### config.mk
export PLATFORM = sky130hd
export DESIGN_NAME = bcts_front
export DESIGN_NICKNAME = d
export VERILOG_FILES = /design/src/rtl/bcts_pkg.sv /design/src/rtl/bcts_front.sv
export SDC_FILE = /design/constraint.sdc
export NUM_CORES = 1
export LEC_CHECK = 0
export BUFFER_PORTS_ARGS = -buffer_cell sky130_fd_sc_hd__buf_2
export CAP_MARGIN = 5
export CORE_MARGIN = 5
export CORE_UTILIZATION = 50
export CTS_CLUSTER_DIAMETER = 150
export CTS_CLUSTER_SIZE = 20
export DETAILED_ROUTE_END_ITERATION = 6
export PLACE_DENSITY = 0.77
export SYNTH_ARGS = -nofsm -noshare
export SYNTH_HDL_FRONTEND = slang
export SYNTH_SLANG_ARGS = --single-unit
### constraint.sdc
create_clock -name clock -period 25 [get_ports clock]
set_input_delay 2.5 -clock clock [delete_from_list [all_inputs] [get_ports clock]]
set_output_delay 2.5 -clock clock [all_outputs]
set_load 0.01 [all_outputs]
### src/rtl/bcts_pkg.sv
// Package for the compressed texture texel sampler: widths, command codes,
// shared structs and decode helpers. No dependencies.
package bcts_pkg;
   localparam int MaxDim     = 256;
   localparam int StoreWords = 8192;
   localparam int AddrW      = $clog2(StoreWords);
   localparam int DimW       = $clog2(MaxDim) + 1;
   localparam int CoordW     = $clog2(MaxDim);

   localparam logic [1:0] CMD_WRITE = 2'd0;
   localparam logic [1:0] CMD_POINT = 2'd1;
   localparam logic [1:0] CMD_BILIN = 2'd2;

   localparam logic [1:0] REG_WIDTH  = 2'd0;
   localparam logic [1:0] REG_HEIGHT = 2'd1;
   localparam logic [1:0] REG_ALPHA  = 2'd2;

   typedef enum logic [1:0] {
      OP_WRITE = 2'd0,
      OP_POINT = 2'd1,
      OP_BILIN = 2'd2,
      OP_FIXED = 2'd3
   } op_type;

   // One classified job handed from the front to the back.
   typedef struct packed {
      op_type                  op;
      logic                    oor;
      logic [AddrW-1:0]        waddr;
      logic [63:0]             wdata;
      logic [3:0][CoordW-1:0]  tx;
      logic [3:0][CoordW-1:0]  ty;
      logic [15:0]             uf;
      logic [15:0]             vf;
   } job_type;

   typedef struct packed {
      logic [15:0] red_level;
      logic [15:0] green_level;
      logic [15:0] blue_level;
      logic [15:0] alpha_level;
      logic        out_of_range;
   } rsp_type;

   function automatic logic [7:0] exp5(input logic [4:0] v);
      return {v, v[4:2]};
   endfunction

   function automatic logic [7:0] exp6(input logic [5:0] v);
      return {v, v[5:4]};
   endfunction

   // floor(v/3) for v < 766 via reciprocal multiply.
   function automatic logic [7:0] div3(input logic [9:0] v);
      logic [21:0] p;
      p = v * 12'd2731;
      return p[20:13];
   endfunction

   // floor(v/7) for v < 1786.
   function automatic logic [7:0] div7(input logic [10:0] v);
      logic [23:0] p;
      p = v * 13'd4682;
      return p[22:15];
   endfunction

   function automatic logic [7:0] pick_col(input logic [1:0] idx, input logic [7:0] a,
                                           input logic [7:0] b);
      logic [7:0] r;
      case (idx)
         2'd0: r = a;
         2'd1: r = b;
         2'd2: r = div3({1'b0, a, 1'b0} + {2'b0, b});
         default: r = div3({2'b0, a} + {1'b0, b, 1'b0});
      endcase
      return r;
   endfunction

   function automatic logic [7:0] pick_alpha(input logic [2:0] idx, input logic [7:0] a,
                                             input logic [7:0] b);
      logic [2:0]  k;
      logic [10:0] s;
      logic [7:0]  r;
      k = idx - 3'd1;
      s = (3'd7 - k) * a + k * b;
      case (idx)
         3'd0: r = a;
         3'd1: r = b;
         default: r = div7(s);
      endcase
      return r;
   endfunction
endpackage

### src/rtl/bcts_front.sv
// Front: register the request, then compute coordinates and classify into a job.
// Depends on bcts_pkg.
module bcts_front (
   input  logic                       clock,
   input  logic                       reset,
   input  logic                       in_valid,
   output logic                       in_ready,
   input  logic [1:0]                 cmd,
   input  logic [bcts_pkg::AddrW-1:0] word_index,
   input  logic [63:0]                word_data,
   input  logic [7:0]                 pixel_x,
   input  logic [7:0]                 pixel_y,
   input  logic [31:0]                u_coord,
   input  logic [31:0]                v_coord,
   input  logic [bcts_pkg::DimW-1:0]  tex_width,
   input  logic [bcts_pkg::DimW-1:0]  tex_height,
   input  logic [bcts_pkg::AddrW:0]   words_used,
   output logic                       job_valid,
   input  logic                       job_ready,
   output bcts_pkg::job_type          job
);
   localparam int CW = bcts_pkg::CoordW;
   localparam int DW = bcts_pkg::DimW;

   logic                       hold_ff, hold_in;
   logic [1:0]                 cmd_ff;
   logic [bcts_pkg::AddrW-1:0] idx_ff;
   logic [63:0]                data_ff;
   logic [7:0]                 px_ff, py_ff;
   logic [15:0]                fu_ff, fv_ff;
   logic [DW+15:0]             prx, pry;
   logic [DW-1:0]              bx, by, x0, y0, x1, y1;
   bcts_pkg::job_type          j;

   assign in_ready  = !hold_ff || job_ready;
   assign job_valid = hold_ff;
   assign hold_in   = in_valid ? 1'b1 : (hold_ff && !job_ready);

   always_ff @(posedge clock) begin
      if (reset) begin
         hold_ff <= 1'b0;
      end else begin
         hold_ff <= hold_in;
      end
      if (in_valid && in_ready) begin
         cmd_ff  <= cmd;
         idx_ff  <= word_index;
         data_ff <= word_data;
         px_ff   <= pixel_x;
         py_ff   <= pixel_y;
         fu_ff   <= u_coord[15:0];
         fv_ff   <= 16'(-v_coord[15:0]);
      end
   end

   always_comb begin
      prx = fu_ff * tex_width;
      pry = fv_ff * tex_height;
      bx  = prx[DW+15:16];
      by  = pry[DW+15:16];
      x0  = (bx > tex_width - 1'b1) ? tex_width - 1'b1 : bx;
      y0  = (by > tex_height - 1'b1) ? tex_height - 1'b1 : by;
      x1  = (x0 + 1'b1 >= tex_width) ? '0 : x0 + 1'b1;
      y1  = (y0 + 1'b1 >= tex_height) ? '0 : y0 + 1'b1;
      j       = '0;
      j.waddr = idx_ff;
      j.wdata = data_ff;
      j.uf    = prx[15:0];
      j.vf    = pry[15:0];
      case (cmd_ff)
         bcts_pkg::CMD_WRITE: begin
            j.op  = bcts_pkg::OP_WRITE;
            j.oor = ({1'b0, idx_ff} >= words_used);
         end
         bcts_pkg::CMD_POINT: begin
            j.oor = ({1'b0, px_ff} >= tex_width) || ({1'b0, py_ff} >= tex_height);
            j.op  = j.oor ? bcts_pkg::OP_FIXED : bcts_pkg::OP_POINT;
            j.tx[0] = CW'(px_ff);
            j.ty[0] = CW'(py_ff);
         end
         bcts_pkg::CMD_BILIN: begin
            j.op = bcts_pkg::OP_BILIN;
            j.tx[0] = CW'(x0); j.ty[0] = CW'(y0);
            j.tx[1] = CW'(x1); j.ty[1] = CW'(y0);
            j.tx[2] = CW'(x0); j.ty[2] = CW'(y1);
            j.tx[3] = CW'(x1); j.ty[3] = CW'(y1);
         end
         default: j.op = bcts_pkg::OP_FIXED;
      endcase
      job = j;
   end
endmodule

### After elaboration in Yosys (flattened, before gate mapping)

Cells that the tools add are included.
Widths: inputs -> output; s select.

| word-level totals | value |
|---|---|
| register bits after elaboration | 128 |
| latch bits | 0 |
| RAM bits | 0 |
| ROM bits | 0 |
| input port bits | 195 |
| logic and storage cells | 43 |
| memories | 0 |

| operators by class | value |
|---|---|
| add/subtract/negate cells | 5 |
| multiply operators | 2 |
| div/mod/pow operators | 0 |
| magnitude comparators | 7 |
| equality and inequality tests | 2 |
| shift operators | 0 |
| mux-type cells | 12 |
| bitwise operators | 0 |
| reduce and logical (&&, ||, !) cells | 7 |

Operator list:

| cell | count |
|---|---|
| $mul 16x9->25 | 2 |
| $mux 24 | 2 |
| $pmux 8 s2 | 2 |
| $add 9x1->9 const B | 2 |
| $ge 8x9->1 | 2 |
| $ge 9x9->1 | 2 |
| $gt 9x9->1 | 2 |
| $mux 9 | 2 |
| $sub 9x1->9 const B | 2 |
| $mux 8 | 2 |
| $neg 16->16 | 1 |
| $ge 13x14->1 | 1 |
| $pmux 2 s3 | 1 |
| $eq 2x1->1 const B | 1 |
| $eq 2x2->1 const B | 1 |
| $logic_and 1x1->1 | 2 |
| $logic_not 1->1 | 2 |
| $logic_not 2->1 | 1 |
| $logic_or 1x1->1 | 2 |
| $mux 2 | 1 |
| $pmux 1 s2 | 1 |
| $mux 1 | 1 |

### Depth between registers and ports, before layout

| logic depth | value |
|---|---|
| depth after elaboration | 7 |
| depth in mapped cells | 39 |

### Least setup slack after synthesis

OpenSTA, ideal clock, no wires.

| timing path | value |
|---|---|
| kind | input port to output port |
| from | input tex_height[8] in the netlist's numbering |
| to | output job[58] in the netlist's numbering |
| arrival time | 10.757 ns |
| setup slack | 11.743 ns |
| stages | 36 |
| cell sequence | clkbuf_1 -> clkbuf_1 -> and2_1 -> fa_1 -> inv_1 -> fa_1 -> inv_1 -> fa_1 -> inv_1 -> fa_1 -> inv_1 -> ha_1 -> and3_1 -> and2_1 -> a221o_1 -> a31o_1 -> a31o_1 -> a31oi_1 -> xnor2_1 -> ha_1 -> and4_1 -> a21boi_1 -> o31ai_2 -> buf_4 -> mux2i_1 -> ha_1 -> ha_1 -> a21o_1 -> a21oi_1 -> nor2b_1 -> o21ai_0 -> a21oi_1 -> o211ai_1 -> nand4b_1 -> nor3b_1 -> buf_4 |

RTL lines:

| element | RTL line | source |
|---|---|---|
| start: declaration | bcts_front.sv:16 | `input logic [bcts_pkg::DimW-1:0] tex_height,` |
| end: declaration | bcts_front.sv:20 | `output bcts_pkg::job_type job` |

==> results.toml <==
[hold_path]
worstHoldStart = "job_valid"
min_path_cells = 2
hold_end = "job_valid"
hp-class = "reg -> reg"

[pwr]
cellPowerDensity_nw_per_um2 = 137
power.total_w = 0.00258
p_leak_nw = 9.47
ir_worst_vdd_v = 0.0000942

[clock_network]
htreeDepth = 4
cts_sinks = 128
cts_tree = "yes"
cts_setup_buffers = 0
cts_buffers = 17
clock_latency_ns = 0.43
cts_hold_buf = 0
clk_path_buf_depth = 2
clockRootBuffer = "clkbuf_16"
cts_resized = 0
clk_pin_slew_ns = 0.06

[synth]
syn_inst = 1687
yosysMostFrequentCell = "inv_1"
synth-seq-cells = 128
async_reset_ff_frac = 0
synth_top_flop_cell = "edfxtp_1"
yosysTopAreaCellShare = 0.242
yosys-top-cells-area = "fa_1 24%, edfxtp_1 23%, ha_1 13%"
ys_types = 87
syn_area_sq_um = 16400
yosys_warnings = 0
avgSynthCellArea_sq_um = 9.73
yosysTopAreaCell = "fa_1"
yosysSeqAreaShare = 0.234
syn_nets = 2244
synth-edff-count = 127
ys_top_cells_by_count = "310 x inv_1, 198 x fa_1, 184 x and2_1"

[setup_path]
ff2ff_path_depth = 3
cp_max_fo = 23
arrival_ns = 11.30
critPathCaptureType = "output port"
crit_family = "adder cells"
start_kind = "input port"
reg2reg_from = "job_valid"
cp_slowest_cell = "fa_1"
crit_type = "in -> out"
path_buf_inv = 6
r2r_slack_ns = 22.60
max_stage_delay_ns = 0.55
crit_required_ns = 22.50
timing.rr.end = "fv_ff[5]"

[die]
die_y_um = 191
start_util = 0.506
die_area_sq_um = 36500
io_pins = 373
die_w_um = 191
coreArea_sq_um = 32500
rows = 66

[sta]
hold-worst-slack_ns = 0.543
fin_setup_tns_ns = 0
maxSlewHeadroom = 0.295
hold_violations = 0
worstMarginPinSlew_ns = 1.06
grt_setup_unrepaired = "no"
setup_viol = 0
max_clock_freq_mhz = 72.4
fin_crit_sh = 0.552
period_minus_slack_ns = 13.80
skew_ns = 0.0117
drv_slew = 0

[route]
dr.first_iter.drc_count = 478
via_count = 12700
vias_per_cell = 5.23
wl_um = 42100
first_pass_iters = 5
wire_per_inst_um = 17.3
route.detailed.drc = 0
detail-route-antenna-nets = 0

[placed_design]
gp_congestion = 0.908
hpwl_um = 34200
port_buffers = 340

[grt]
grt_max_degree = 81
grt_pass1_wl_um = 68500
gr-total-overflow = 0
antenna_found_initial = 1
globalRouteTotalUtil = 0.235
grt_pass1_vias = 13700

[finish]
drive_gt1_frac = 0.205
final_nets = 2535
synthToLayoutAreaGrowth_pct = 15.2
num-fill-cells = 2775

[run]
max-cap-violations = 0

[status]
status = "completed"
-- how the worst max path moves through the flow --
| stage | from | endpoint | slack [ns] | cells past startpoint |
|---|---|---|---|---|
| floorplan | tex_height[8] | job[58] | 11.74 | 36 |
| global placement | tex_height[0] | job[58] | 11.38 | 34 |
| detailed placement | tex_height[8] | job[50] | 11.25 | 35 |
| CTS | tex_height[8] | job[50] | 11.22 | 35 |
| global route | tex_height[0] | job[50] | 10.48 | 34 |
| finish | tex_height[0] | job[50] | 11.20 | 34 |
-- layout make-up --
class | count | area [sq um] | area share
clock buffer | 19 | 433 | 0.0229
timing repair buffer | 342 | 1720 | 0.0908
multi-input combinational | 1178 | 11100 | 0.584
clock inverter | 13 | 153 | 0.00807
antenna | 1 | 2.50 | 0.000132
inverter | 311 | 1170 | 0.0617
tap | 442 | 553 | 0.0292
sequential | 128 | 3830 | 0.203
-- worst reg2reg max path: cells and delay by family, from the launching register on --
| family | cells | cell delay [ns] |
|---|---|---|
| AND/OR/NAND/NOR | 2 | 0.70 |
| buffers and inverters | 1 | 0.92 |
| flip-flops | 1 | 0.31 |
-- routing by layer --
metal,part of all wire,GRT usage
met1,0.38,0.268
met2,0.54,0.440
met3,0.060,0.0537
met4,0.016,0.0652
met5,0,0
-- sequential cells by signal, summed over array words and instances, names as in the netlist --
register	flops
px_ff	8
fu_ff	16
idx_ff	13
cmd_ff	2
fv_ff	16
data_ff	64
job_valid	1
py_ff	8
-- power by group --
group | total, W | switching, W | internal, W
logic | 0.00206 | 0.00123 | 0.000830
registers | 0.000264 | 0.0000116 | 0.000252
clock network | 0.000256 | 0.000107 | 0.000149
total | 0.00258 | 0.00135 | 0.00123
-- logic make-up (layout without fill, tap and decap cells) --
| logic type | Yosys count | after routing | synth area share |
|---|---|---|---|
| AO/OA/AOI/OAI | 217 | 217 | 0.0953 |
| XOR/XNOR | 72 | 72 | 0.0389 |
| adder cells (fa/ha/maj) | 362 | 362 | 0.367 |
| buffers and inverters | 381 | 685 | 0.0929 |
| flip-flops | 128 | 128 | 0.234 |
| multiplexers | 7 | 7 | 0.00526 |
| other | 0 | 1 | 0 |
| AND/OR/NAND/NOR | 520 | 520 | 0.167 |
-- stage by stage --
step,utilization,instances,setup slack [ns],instance area (sq um)
floorplan,-,1687,11.74,16400
global placement,0.565,2401,11.38,18300
detailed placement,0.565,2401,11.25,18300
CTS,0.583,2433,11.22,18900
global route,0.583,2434,10.48,18900
finish,0.583,2434,11.20,18900
-- cell usage in the layout (no fill, tap or decap), types with 4 or more instances in the layout --
cell type / count
nand3_1: 17
and3_1: 4
and4_1: 4
o21ai_1: 10
nand2_1: 166
a31oi_1: 4
a21oi_1: 62
nor3_1: 14
o211ai_1: 8
or3_1: 7
nor3b_1: 4
mux2i_1: 5
edfxtp_1: 127
nor2b_1: 22
a211oi_1: 7
fa_1: 198
xor2_1: 19
a21o_1: 33
inv_6: 4
o21a_1: 14
nor2_1: 52
nor4_1: 5
ha_1: 164
xnor2_1: 52
buf_2: 340
inv_1: 310
clkbuf_16: 17
nand2b_1: 12
nand4_1: 10
o21ai_0: 24
and2_1: 183
No activity file was read; power rests on OpenSTA's default activity.
