--- src/rtl/bcts_pkg.sv ---
// Package for the compressed texture texel sampler: widths, command codes,
// shared structs and decode helpers. No dependencies.
package bcts_pkg;
   localparam int MaxDim     = 256;
   localparam int StoreWords = 8192;
   localparam int AddrW      = $clog2(StoreWords);
   localparam int DimW       = $clog2(MaxDim) + 1;
   localparam int CoordW     = $clog2(MaxDim);

   localparam logic [1:0] CMD_WRITE = 2'd0;
   localparam logic [1:0] CMD_POINT = 2'd1;
   localparam logic [1:0] CMD_BILIN = 2'd2;

   localparam logic [1:0] REG_WIDTH  = 2'd0;
   localparam logic [1:0] REG_HEIGHT = 2'd1;
   localparam logic [1:0] REG_ALPHA  = 2'd2;

   typedef enum logic [1:0] {
      OP_WRITE = 2'd0,
      OP_POINT = 2'd1,
      OP_BILIN = 2'd2,
      OP_FIXED = 2'd3
   } op_type;

   // One classified job handed from the front to the back.
   typedef struct packed {
      op_type                  op;
      logic                    oor;
      logic [AddrW-1:0]        waddr;
      logic [63:0]             wdata;
      logic [3:0][CoordW-1:0]  tx;
      logic [3:0][CoordW-1:0]  ty;
      logic [15:0]             uf;
      logic [15:0]             vf;
   } job_type;

   typedef struct packed {
      logic [15:0] red_level;
      logic [15:0] green_level;
      logic [15:0] blue_level;
      logic [15:0] alpha_level;
      logic        out_of_range;
   } rsp_type;

   function automatic logic [7:0] exp5(input logic [4:0] v);
      return {v, v[4:2]};
   endfunction

   function automatic logic [7:0] exp6(input logic [5:0] v);
      return {v, v[5:4]};
   endfunction

   // floor(v/3) for v < 766 via reciprocal multiply.
   function automatic logic [7:0] div3(input logic [9:0] v);
      logic [21:0] p;
      p = v * 12'd2731;
      return p[20:13];
   endfunction

   // floor(v/7) for v < 1786.
   function automatic logic [7:0] div7(input logic [10:0] v);
      logic [23:0] p;
      p = v * 13'd4682;
      return p[22:15];
   endfunction

   function automatic logic [7:0] pick_col(input logic [1:0] idx, input logic [7:0] a,
                                           input logic [7:0] b);
      logic [7:0] r;
      case (idx)
         2'd0: r = a;
         2'd1: r = b;
         2'd2: r = div3({1'b0, a, 1'b0} + {2'b0, b});
         default: r = div3({2'b0, a} + {1'b0, b, 1'b0});
      endcase
      return r;
   endfunction

   function automatic logic [7:0] pick_alpha(input logic [2:0] idx, input logic [7:0] a,
                                             input logic [7:0] b);
      logic [2:0]  k;
      logic [10:0] s;
      logic [7:0]  r;
      k = idx - 3'd1;
      s = (3'd7 - k) * a + k * b;
      case (idx)
         3'd0: r = a;
         3'd1: r = b;
         default: r = div7(s);
      endcase
      return r;
   endfunction
endpackage

--- src/rtl/bcts_queue.sv ---
// Two-entry job queue between front and back.
// Depends on bcts_pkg.
module bcts_queue (
   input  logic              clock,
   input  logic              reset,
   input  logic              wr_valid,
   output logic              wr_ready,
   input  bcts_pkg::job_type wr_job,
   output logic              rd_valid,
   input  logic              rd_ready,
   output bcts_pkg::job_type rd_job
);
   bcts_pkg::job_type slot_ff [2];
   logic              wp_ff, wp_in, rp_ff, rp_in;
   logic [1:0]        cnt_ff, cnt_in;
   logic              push, pop;

   assign wr_ready = (cnt_ff != 2'd2);
   assign rd_valid = (cnt_ff != 2'd0);
   assign rd_job   = slot_ff[rp_ff];
   assign push     = wr_valid && wr_ready;
   assign pop      = rd_valid && rd_ready;
   assign wp_in    = wp_ff ^ push;
   assign rp_in    = rp_ff ^ pop;
   assign cnt_in   = cnt_ff + {1'b0, push} - {1'b0, pop};

   always_ff @(posedge clock) begin
      if (reset) begin
         wp_ff <= 1'b0; rp_ff <= 1'b0; cnt_ff <= 2'd0;
      end else begin
         wp_ff <= wp_in; rp_ff <= rp_in; cnt_ff <= cnt_in;
      end
      if (push) slot_ff[wp_ff] <= wr_job;
   end
endmodule

--- config.mk ---
export PLATFORM = sky130hd
export DESIGN_NAME = bcts_queue
export DESIGN_NICKNAME = d
export VERILOG_FILES = /design/src/rtl/bcts_pkg.sv /design/src/rtl/bcts_queue.sv
export SDC_FILE = /design/constraint.sdc
export NUM_CORES = 1
export LEC_CHECK = 0
export ABC_AREA = 1
export BUFFER_PORTS_ARGS = -buffer_cell sky130_fd_sc_hd__buf_2
export CORE_ASPECT_RATIO = 0.5
export CORE_MARGIN = 2
export CORE_UTILIZATION = 47
export CTS_CLUSTER_SIZE = 10
export DETAILED_ROUTE_END_ITERATION = 10
export HOLD_SLACK_MARGIN = 0.15
export PLACE_DENSITY = 0.76
export SLEW_MARGIN = 20
export SYNTH_ARGS = -nofsm -noshare
export SYNTH_HDL_FRONTEND = slang
export SYNTH_SLANG_ARGS = --single-unit
export TNS_END_PERCENT = 20
--- constraint.sdc ---
create_clock -name clock -period 8.2 [get_ports clock]
set_input_delay 0.41 -clock clock [delete_from_list [all_inputs] [get_ports clock]]
set_output_delay 0.41 -clock clock [all_outputs]
set_load 0.05 [all_outputs]
# After elaboration in Yosys (flattened, before gate mapping)
# Memory sizes are Yosys's and may differ from the RTL's. A register that Yosys moved wholly into a read port is not among the register bits.
# Cells that the tools add are included.
dict set report word_totals {
  regBits 4
  ramBits 352
  out_inout_bits 178
  wordCells 15
  mem_count 1
}
# name words width rd rd_clocked_by_memory_dff write_ports line
set memory_table {}
lappend memory_table {slot_ff 2 176 1 1 1 bcts_queue.sv:13} ;# bcts_pkg::job_type slot_ff [2];
dict set report classes {
  n_addsub 2
  eq_ne 1
  n_mux 3
  n_bitwise 2
  n_reduce_logical 3
}
# operator n
set ops {}
lappend ops {{$mux 1} 3}
lappend ops {{$add 2x1->2} 1}
lappend ops {{$logic_and 1x1->1} 2}
lappend ops {{$ne 2x2->1 const B} 1}
lappend ops {{$reduce_bool 2->1} 1}
lappend ops {{$sub 2x1->2} 1}
lappend ops {{$xor 1x1->1} 2}

# Depth between registers and ports, before layout
# Gate-level depths: netlist (run 1).
dict set report logic_depth {
  depth_word 4
  mapped_depth 11
  mapped_depth_nobuf 11
}

# Least setup slack after synthesis (run 1)
# OpenSTA, ideal clock, no wires.
dict set report synth_path {
  path_type {register -> register}
  from {register cnt_ff[0]}
  to {memory slot_ff[1][0] (netlist bit) (enable)}
  setup_time_ns 0.715
  arrival_ns 8.293
  required_time_ns 7.485
  setup_slack_ns -0.809
  stages_incl_launch_ff 5
  synth_period_minus_slack_ns 9.009
  cell_sequence {dfxtp_1 -> inv_1 -> nand2_1 -> nand2_1 -> nor2_1}
}
dict set report synth_via {
  elab_chain_cells 4
}
# element line
set synth_rtl {}
lappend synth_rtl {{start: declaration} bcts_queue.sv:15} ;# logic [1:0] cnt_ff, cnt_in;
lappend synth_rtl {{start signal: assignment} bcts_queue.sv:31} ;# wp_ff <= wp_in; rp_ff <= rp_in; cnt_ff <= cnt_in;
lappend synth_rtl {{$ne 2x2->1} bcts_queue.sv:18} ;# assign wr_ready = (cnt_ff != 2'd2);
lappend synth_rtl {{via wr_ready} bcts_queue.sv:7} ;# output logic wr_ready,
lappend synth_rtl {{$logic_and 1x1->1} bcts_queue.sv:21} ;# assign push = wr_valid && wr_ready;
lappend synth_rtl {{$mux 1} bcts_queue.sv:33} ;# if (push) slot_ff[wp_ff] <= wr_job;
lappend synth_rtl {{$mux 1 (not written as such)} bcts_queue.sv:33}
lappend synth_rtl {{end: declaration} bcts_queue.sv:13}
# The timed path passes the listed nets, and every way through them passes these cells.

==> results.toml, run 1 <==
[routing]
remaining_drc_errors = 0
wirelength_um = 33800
drtAntennaViolNets = 0
routed_via_density = 4.92
dr_total_vias = 9324
dr.pass1.iters = 5
drt_iter0_drc = 760
wire_per_inst_um = 17.8

[global_route]
grt_max_degree = 99
grt_pass1_wl_um = 49900
first_global_vias = 9591
antenna_found_initial = 2
track_usage_pct = 22.5
grt_overflow_total = 0

[placement]
place_ws_ns = 4.83
io_buffers = 357
detailed_place_hpwl_um = 19600
gp_congestion = 0.838

[timing]
slew_headroom_pct = 26.1
slew_viol_final = 0
tightest_slew_ns = 1.11
setup-violations-final = 0
min_period_ns = 3.97
rsz0062_at_grt = "no"
clock.fmax_mhz = 252
final_hold_viol_count = 0
skew_ns = 0.0151
fin_ws_ns = 4.23
fin_crit_sh_pct = 48.4
finalSetupTns_ns = 0

[critical_path]
reg2regPathDepth = 4
cp_data_required_time_ns = 7.79
rr_endpoint = "rp_ff"
worstPathArrival_ns = 3.56
r2r_setup_slack_ns = 5.44
r2r-start = "rp_ff"
critPathCaptureType = "primary output"
crit_type = "flop to primary output"
startpoint_type = "flop"
cp_max_fo = 98

[yosys]
avgSynthCellArea_sq_um = 13.7
synthCells = 953
ys_warn_count = 0
syn_nets = 1135
ys_ff_latch = 356
syn-cell-area_sq_um = 13100
synthDistinctLibCells = 15
seq_area_frac_synth_pct = 81.5

[floorplanning]
fp.coreArea_sq_um = 27500
start_util_pct = 47.5
die_w_um = 240
die_h_um = 122
rows = 43
die_area_sq_um = 29200
ios = 358

[clock_network]
cts_htree_levels = 2
postCtsSetupRepairBufs = 0
cts_tree = "built"
cts_sinks = 356
cts_made_buffers = 41
clk-insertion-delay-late_ns = 0.51
cts_buffer_depth = 3
path_clk_slew_ns = 0.05
clockRootBuffer = "clkbuf_16"
post_cts_resize_count = 0

[power_and_ir_drop]
leakage_nw = 7.64
ir_drop_v = 0.000225
power_density_nw_per_um2 = 361

[min_path]
holdPathStages = 4
hp-start = "rd_ready"
holdPathEnd = "rp_ff"
worst_hold_path_type = "input pin to flop"

[status]
outcome = "finished, final reports clean"

[flow_run]
cap_violations = 0

[final_layout]
num-nets-final = 1679
area_delta_synth_final_pct = 37.6
drive_gt1_share_pct = 27.1
[Yosys cell counts (all sizes together)]
cell | n | area (sq um)
nand2 | 534 | 2000
inv | 10 | 40.0
buf | 39 | 293
nand3 | 1 | 5.00
edfxtp | 352 | 10600
dfxtp | 4 | 80.1
ha | 2 | 25.0
o21ai | 1 | 5.00
nor2 | 7 | 26.3
xnor2 | 1 | 8.76
a21oi | 1 | 5.00
nor3 | 1 | 5.00
[routing by layer]
metal | track usage [%] | up-vias | wire length (um)
met5 | 0 | - | 0
met4 | 13.8 | 0 | 2020
met3 | 4.12 | 155 | 1580
met2 | 41.1 | 370 | 18200
met1 | 24.7 | 4499 | 12000
li1 | - | 4300 | -
[metrics by stage]
step                      area (sq um)  power (mW)  std cells  utilization [%]  hold slack (ns)
after floorplan                  13100        4.35        953                -            0.477
after global placement           15100        4.83       1659             55.0            0.587
after detailed placement         15100        4.87       1659             55.0            0.601
after CTS                        18000        6.50       1894             65.4            0.199
after global routing             18000        6.76       1896             65.4            0.311
final                            18000        6.49       1896             65.4            0.231
[logic make-up (layout without fill, tap and decap cells)]
group	Yosys count	after routing	share of synthesized area, %
simple gates	543	543	15.6
flops	356	356	81.5
buf+inv	49	608	2.55
fa+ha+maj	2	2	0.191
compound gates	2	2	0.0765
xor+xnor	1	1	0.0670
other cells	0	2	0
[how the worst max path moves through the flow]
stage,to,slack [ns],start
after floorplan,slot_ff[1][0],2.18,cnt_ff[0]
after global placement,rd_job[119],4.85,rp_ff
after detailed placement,rd_job[44],4.83,rp_ff
after CTS,rd_job[44],4.27,rp_ff
after global routing,rd_job[29],3.97,rp_ff
final,rd_job[137],4.23,rp_ff
[worst max-delay path: stages (launching register included)]
cell and delay, ns:
dfxtp_4 0.61, inv_4 0.76, buf_4 0.86, nand2_1 0.16
nand2_1 0.14, buf_2 0.29
[timing repair]
item                                    4_1_cts  5_1_grt
hold buffers                                177        0
endpoints found under the setup margin        0        0
hold endpoints to repair                    354        0
[layout by cell type (no fill, tap or decap), types with 2 or more instances in the layout]
cell type	instances
dlygate4sd3_1	177
inv_1	9
buf_2	357
edfxtp_1	352
diode_2	2
nor2_1	6
nand2_1	534
clkbuf_1	16
clkbuf_16	41
dfxtp_1	3
buf_4	6
[power by group]
group,switching [mW],leakage (nW),total (mW),internal (mW)
Combinational,1.95,3.79,2.43,0.481
Clock,0.641,0.531,1.56,0.916
Sequential,0.127,3.32,2.50,2.37
[cell type report]
| type | instances | area (sq um) |
|---|---|---|
| diodes | 2 | 5.00 |
| clock buffers | 58 | 1100 |
| fillers | 1880 | 9510 |
| inverters | 10 | 40.0 |
| multi-input cells | 548 | 2100 |
| flip-flops and latches | 356 | 10700 |
| well taps | 382 | 478 |
| repair buffers | 540 | 3600 |
[state kept, by name, summed over array words and instances (netlist names)]
signal	flops
rp_ff	1
cnt_ff	2
slot_ff	352
wp_ff	1
No activity file was read; power rests on OpenSTA's default activity.
==> run 2, diff against run 1 <==
- clock period: 8.2 -> 3.3 ns (I/O delays scaled with it)
==> results.toml, run 2 (same netlist as run 1, synthesis figures left out) <==
[final_layout]
reg.largest.list = "slot_ff: 352 flops, cnt_ff: 2 flops"
fin_util_pct = 66.0
area_delta_synth_final_pct = 38.8
drive_gt1_share_pct = 27.5
mostFrequentLayoutCells = "nand2_1, buf_2, edfxtp_1"
largest_reg_flops = 352
post-route-cell-area_sq_um = 18100
mostFrequentLayoutCell = "nand2_1"
num-nets-final = 1685
largest_register = "slot_ff"

[min_path]
worst_hold_path_type = "input pin to flop"

[timing]
final_hold_viol_count = 0
skew_ns = 0.0153
holdWs_ns = 0.364
slew_viol_final = 0
fin_crit_sh_pct = 75.1
clock.fmax_mhz = 404
rsz0062_at_grt = "no"
tightest_slew_ns = 1.00
min_period_ns = 2.48
setup-violations-final = 0
slew_headroom_pct = 33.0
finalSetupTns_ns = 0

[power_and_ir_drop]
pwr-share-clk_pct = 24.2
internal-power_mw = 9.39
pwr-share-comb_pct = 38.4
ir_drop_v = 0.000452
power_density_nw_per_um2 = 895
seq_power_share_pct = 37.5
p_sw_share_pct = 42.1
p_sw_mw = 6.84
leakage_nw = 7.70
power_mw = 16.2

[routing]
wirelength_um = 33500
remaining_drc_errors = 0
routed_via_density = 4.86
drt_iter0_drc = 765
drtAntennaViolNets = 0
dr.pass1.iters = 5
wire_per_inst_um = 17.6
dr_total_vias = 9246

[clock_network]
cts_tree = "built"
clk-insertion-delay-late_ns = 0.52
cts_buffer_depth = 3
holdBufCountCts = 180
post_cts_resize_count = 0
cts_sinks = 356
cts_htree_levels = 2
postCtsSetupRepairBufs = 0
clockRootBuffer = "clkbuf_16"
path_clk_slew_ns = 0.06
cts_made_buffers = 41

[critical_path]
cp_data_required_time_ns = 3.13
cp_max_fo = 93
startpoint_type = "flop"
critPathCaptureType = "primary output"
crit_type = "flop to primary output"
worstPathArrival_ns = 2.31

[floorplanning]
rows = 43
start_util_pct = 47.5
die_h_um = 122
die_w_um = 240
ios = 358
die_area_sq_um = 29200
fp.coreArea_sq_um = 27500

[global_route]
antenna_found_initial = 1
track_usage_pct = 22.1
first_global_vias = 9277
grt_max_degree = 94
grt_overflow_total = 0
grt_pass1_wl_um = 49000

[flow_run]
cap_violations = 0

[status]
outcome = "finished, final reports clean"

[placement]
gp_congestion = 0.821
dpl_cell_area_sq_um = 15200
io_buffers = 357
detailed_place_hpwl_um = 19300
-- run 2: final timing paths --
kind                             startpoint               to  slack, ns  depth (start not counted)
worst min register to register    cnt_ff[0]        cnt_ff[0]       0.60                          3
worst min-delay path            wr_job[165]  slot_ff[0][165]       0.36                          2
worst max-delay path                  rp_ff      rd_job[127]       0.82                          4
worst max register to register    cnt_ff[0]   slot_ff[0][88]       1.41                          6
-- run 2: critical path, cell delays in order, from the launching register on --
cell     delay, ns
dfxtp_4       0.37
buf_4         0.73
nand2_1       0.18
nand2_1       0.15
buf_2         0.28
-- run 2: routing by layer --
metal	global-route usage [%]	vias to the layer above	wire length [um]
li1	-	4313	-
met5	0	-	0
met3	3.90	112	1370
met4	9.90	0	1450
met2	42.1	335	18500
met1	24.4	4486	12200
-- run 2: cell type report --
class	count	area [sq um]
antenna	2	5.00
clock inverter	3	22.5
tap	382	478
timing repair buffer	546	3720
multi-input combinational	548	2130
sequential	356	10700
clock buffer	56	1080
fill	1909	9360
inverter	10	42.5
-- run 2: per-stage QoR --
| step | setup slack, ns | instances |
|---|---|---|
| after floorplan | -0.316 | 953 |
| after global placement | 1.46 | 1662 |
| after detailed placement | 1.43 | 1662 |
| after CTS | 0.867 | 1901 |
| after global routing | 0.685 | 1902 |
| final | 0.822 | 1903 |
-- run 2: power by group through the flow --
stage / combinational, mW / clock (mW) / sequential (mW)
2_1_floorplan: 4.60 / 0 / 6.16
6_report: 6.22 / 3.93 / 6.08
4_1_cts: 6.20 / 4.00 / 6.06
3_5_place_dp: 6.00 / 0 / 6.15
3_3_place_gp: 5.94 / 0 / 6.11
5_1_grt: 6.54 / 4.21 / 6.13
==> run 3, diff against run 2 <==
- clock period: 3.3 -> 2.21 ns (I/O delays scaled with it)
==> results.toml, run 3 (same netlist as run 1, synthesis figures left out) <==
[status]
outcome = "finished, final reports clean"

[critical_path]
cp_max_fo = 42
cp_data_required_time_ns = 2.10
crit_type = "flop to primary output"
r2r_setup_slack_ns = 0.44
startpoint_type = "flop"
reg2regPathDepth = 5
startpoint = "rp_ff"
cp-endpoint = "rd_job[97]"
r2r-start = "cnt_ff[0]"
rr_endpoint = "slot_ff[1][83]"
critPathCaptureType = "primary output"
worstPathArrival_ns = 2.04

[power_and_ir_drop]
pwr-share-clk_pct = 24.5
power_density_nw_per_um2 = 1350
internal-power_mw = 14.4
leakage_nw = 7.87
power_mw = 24.9
p_sw_mw = 10.4
ir_drop_v = 0.000730
seq_power_share_pct = 36.5
p_sw_share_pct = 42.0
pwr-share-comb_pct = 38.9

[clock_network]
cts_made_buffers = 41
path_clk_slew_ns = 0.06
cts_tree = "built"
postCtsSetupRepairBufs = 0
cts_htree_levels = 2
clockRootBuffer = "clkbuf_16"
cts_sinks = 356
cts_buffer_depth = 3
clk-insertion-delay-late_ns = 0.53

[placement]
dpl_cell_area_sq_um = 15500
place_ws_ns = 0.455
gp_congestion = 0.853
detailed_place_hpwl_um = 20900
io_buffers = 357

[timing]
holdWs_ns = 0.294
tightest_slew_ns = 0.646
finalSetupTns_ns = 0
slew_headroom_pct = 56.9
slew_viol_final = 0
fin_crit_sh_pct = 97.3
min_period_ns = 2.15
final_hold_viol_count = 0
skew_ns = 0.0279
fin_ws_ns = 0.0601
setup-violations-final = 0
rsz0062_at_grt = "no"
clock.fmax_mhz = 465

[routing]
dr_total_vias = 9606
drt_iter0_drc = 702
wire_per_inst_um = 18.5
dr.pass1.iters = 5
routed_via_density = 4.99
wirelength_um = 35600
drtAntennaViolNets = 0
remaining_drc_errors = 0

[final_layout]
fillCellCount = 1802
largest_register = "slot_ff"
num-nets-final = 1707
area_delta_synth_final_pct = 41.2
reg.largest.list = "slot_ff: 352 flops, cnt_ff: 2 flops"
mostFrequentLayoutCell = "nand2_1"
post-route-cell-area_sq_um = 18500
largest_reg_flops = 352
drive_gt1_share_pct = 28.8
mostFrequentLayoutCells = "nand2_1, buf_2, edfxtp_1"

[floorplanning]
fp.coreArea_sq_um = 27500
ios = 358
die_h_um = 122
die_area_sq_um = 29200
rows = 43
start_util_pct = 47.5
die_w_um = 240

[min_path]
worst_hold_path_type = "input pin to flop"
hp-start = "reset"

[global_route]
antenna_found_initial = 6
grt_pass1_wl_um = 51900
grt_max_degree = 94
track_usage_pct = 23.6
grt_overflow_total = 0
first_global_vias = 9950

[flow_run]
cap_violations = 0
run 3: cell types whose count changed in the layout (fill, tap and decap cells not counted), sizes merged:
cell and change:
buf +23, diode +6, clkbuf -5, bufinv +1, clkinv -1, dlygate4sd3 -1, inv -1
run 3: area by class of cell:
cell class / instances / area, sq um / share of cell area [%]
diodes: 8 / 20.0 / 0.108
clock buffers: 51 / 1110 / 5.99
clock inverters: 2 / 38.8 / 0.210
inverters: 10 / 45.0 / 0.244
multi-input cells: 548 / 2130 / 11.5
flip-flops and latches: 356 / 10700 / 57.7
well taps: 382 / 478 / 2.59
repair buffers: 568 / 3980 / 21.6
run 3: critical path, stage by stage (launching register included):
cell and delay, ns:
dfxtp_4 0.41, inv_8 0.24, buf_4 0.32, nand2_1 0.10, nand2_1 0.12, buf_2 0.27
run 3: power groups by stage:
stage	sequential (mW)	clock [mW]	combinational, mW
final	9.09	6.10	9.68
after CTS	9.05	6.12	9.59
after floorplan	9.20	0	6.86
after global placement	9.13	0	9.17
after global routing	9.16	6.49	10.1
after detailed placement	9.18	0	9.30
run 3: what timing repair did:
| item | CTS | global route |
|---|---|---|
| resized for setup | 0 | 1 |
| hold buffers | 179 | 0 |
| hold endpoints to repair | 358 | 0 |
| setup endpoints to repair | 0 | 23 |
run 3: worst min-delay path by stage:
stage,end,slack (ns),cells past startpoint
after detailed placement,slot_ff[1][142],0.30,1
final,cnt_ff[0],0.29,3
after global placement,slot_ff[0][125],0.30,1
after floorplan,cnt_ff[0],0.17,1
after CTS,cnt_ff[0],0.28,3
after global routing,cnt_ff[0],0.30,3
run 3: per-stage QoR:
step	utilization, %	cells
2_1_floorplan	-	953
3_3_place_gp	56.4	1685
3_5_place_dp	56.4	1685
4_1_cts	67.0	1917
5_1_grt	67.1	1923
6_report	67.1	1925
run 3: per-layer routing:
metal / GRT usage (%) / up-vias / wire [um] / part of all wire, %
met5: 0 / - / 0 / 0
met4: 13.6 / 0 / 1960 / 5.5
met3: 4.01 / 142 / 1440 / 4.0
met2: 44.2 / 376 / 19600 / 55
met1: 25.5 / 4723 / 12700 / 36
li1: - / 4365 / - / -
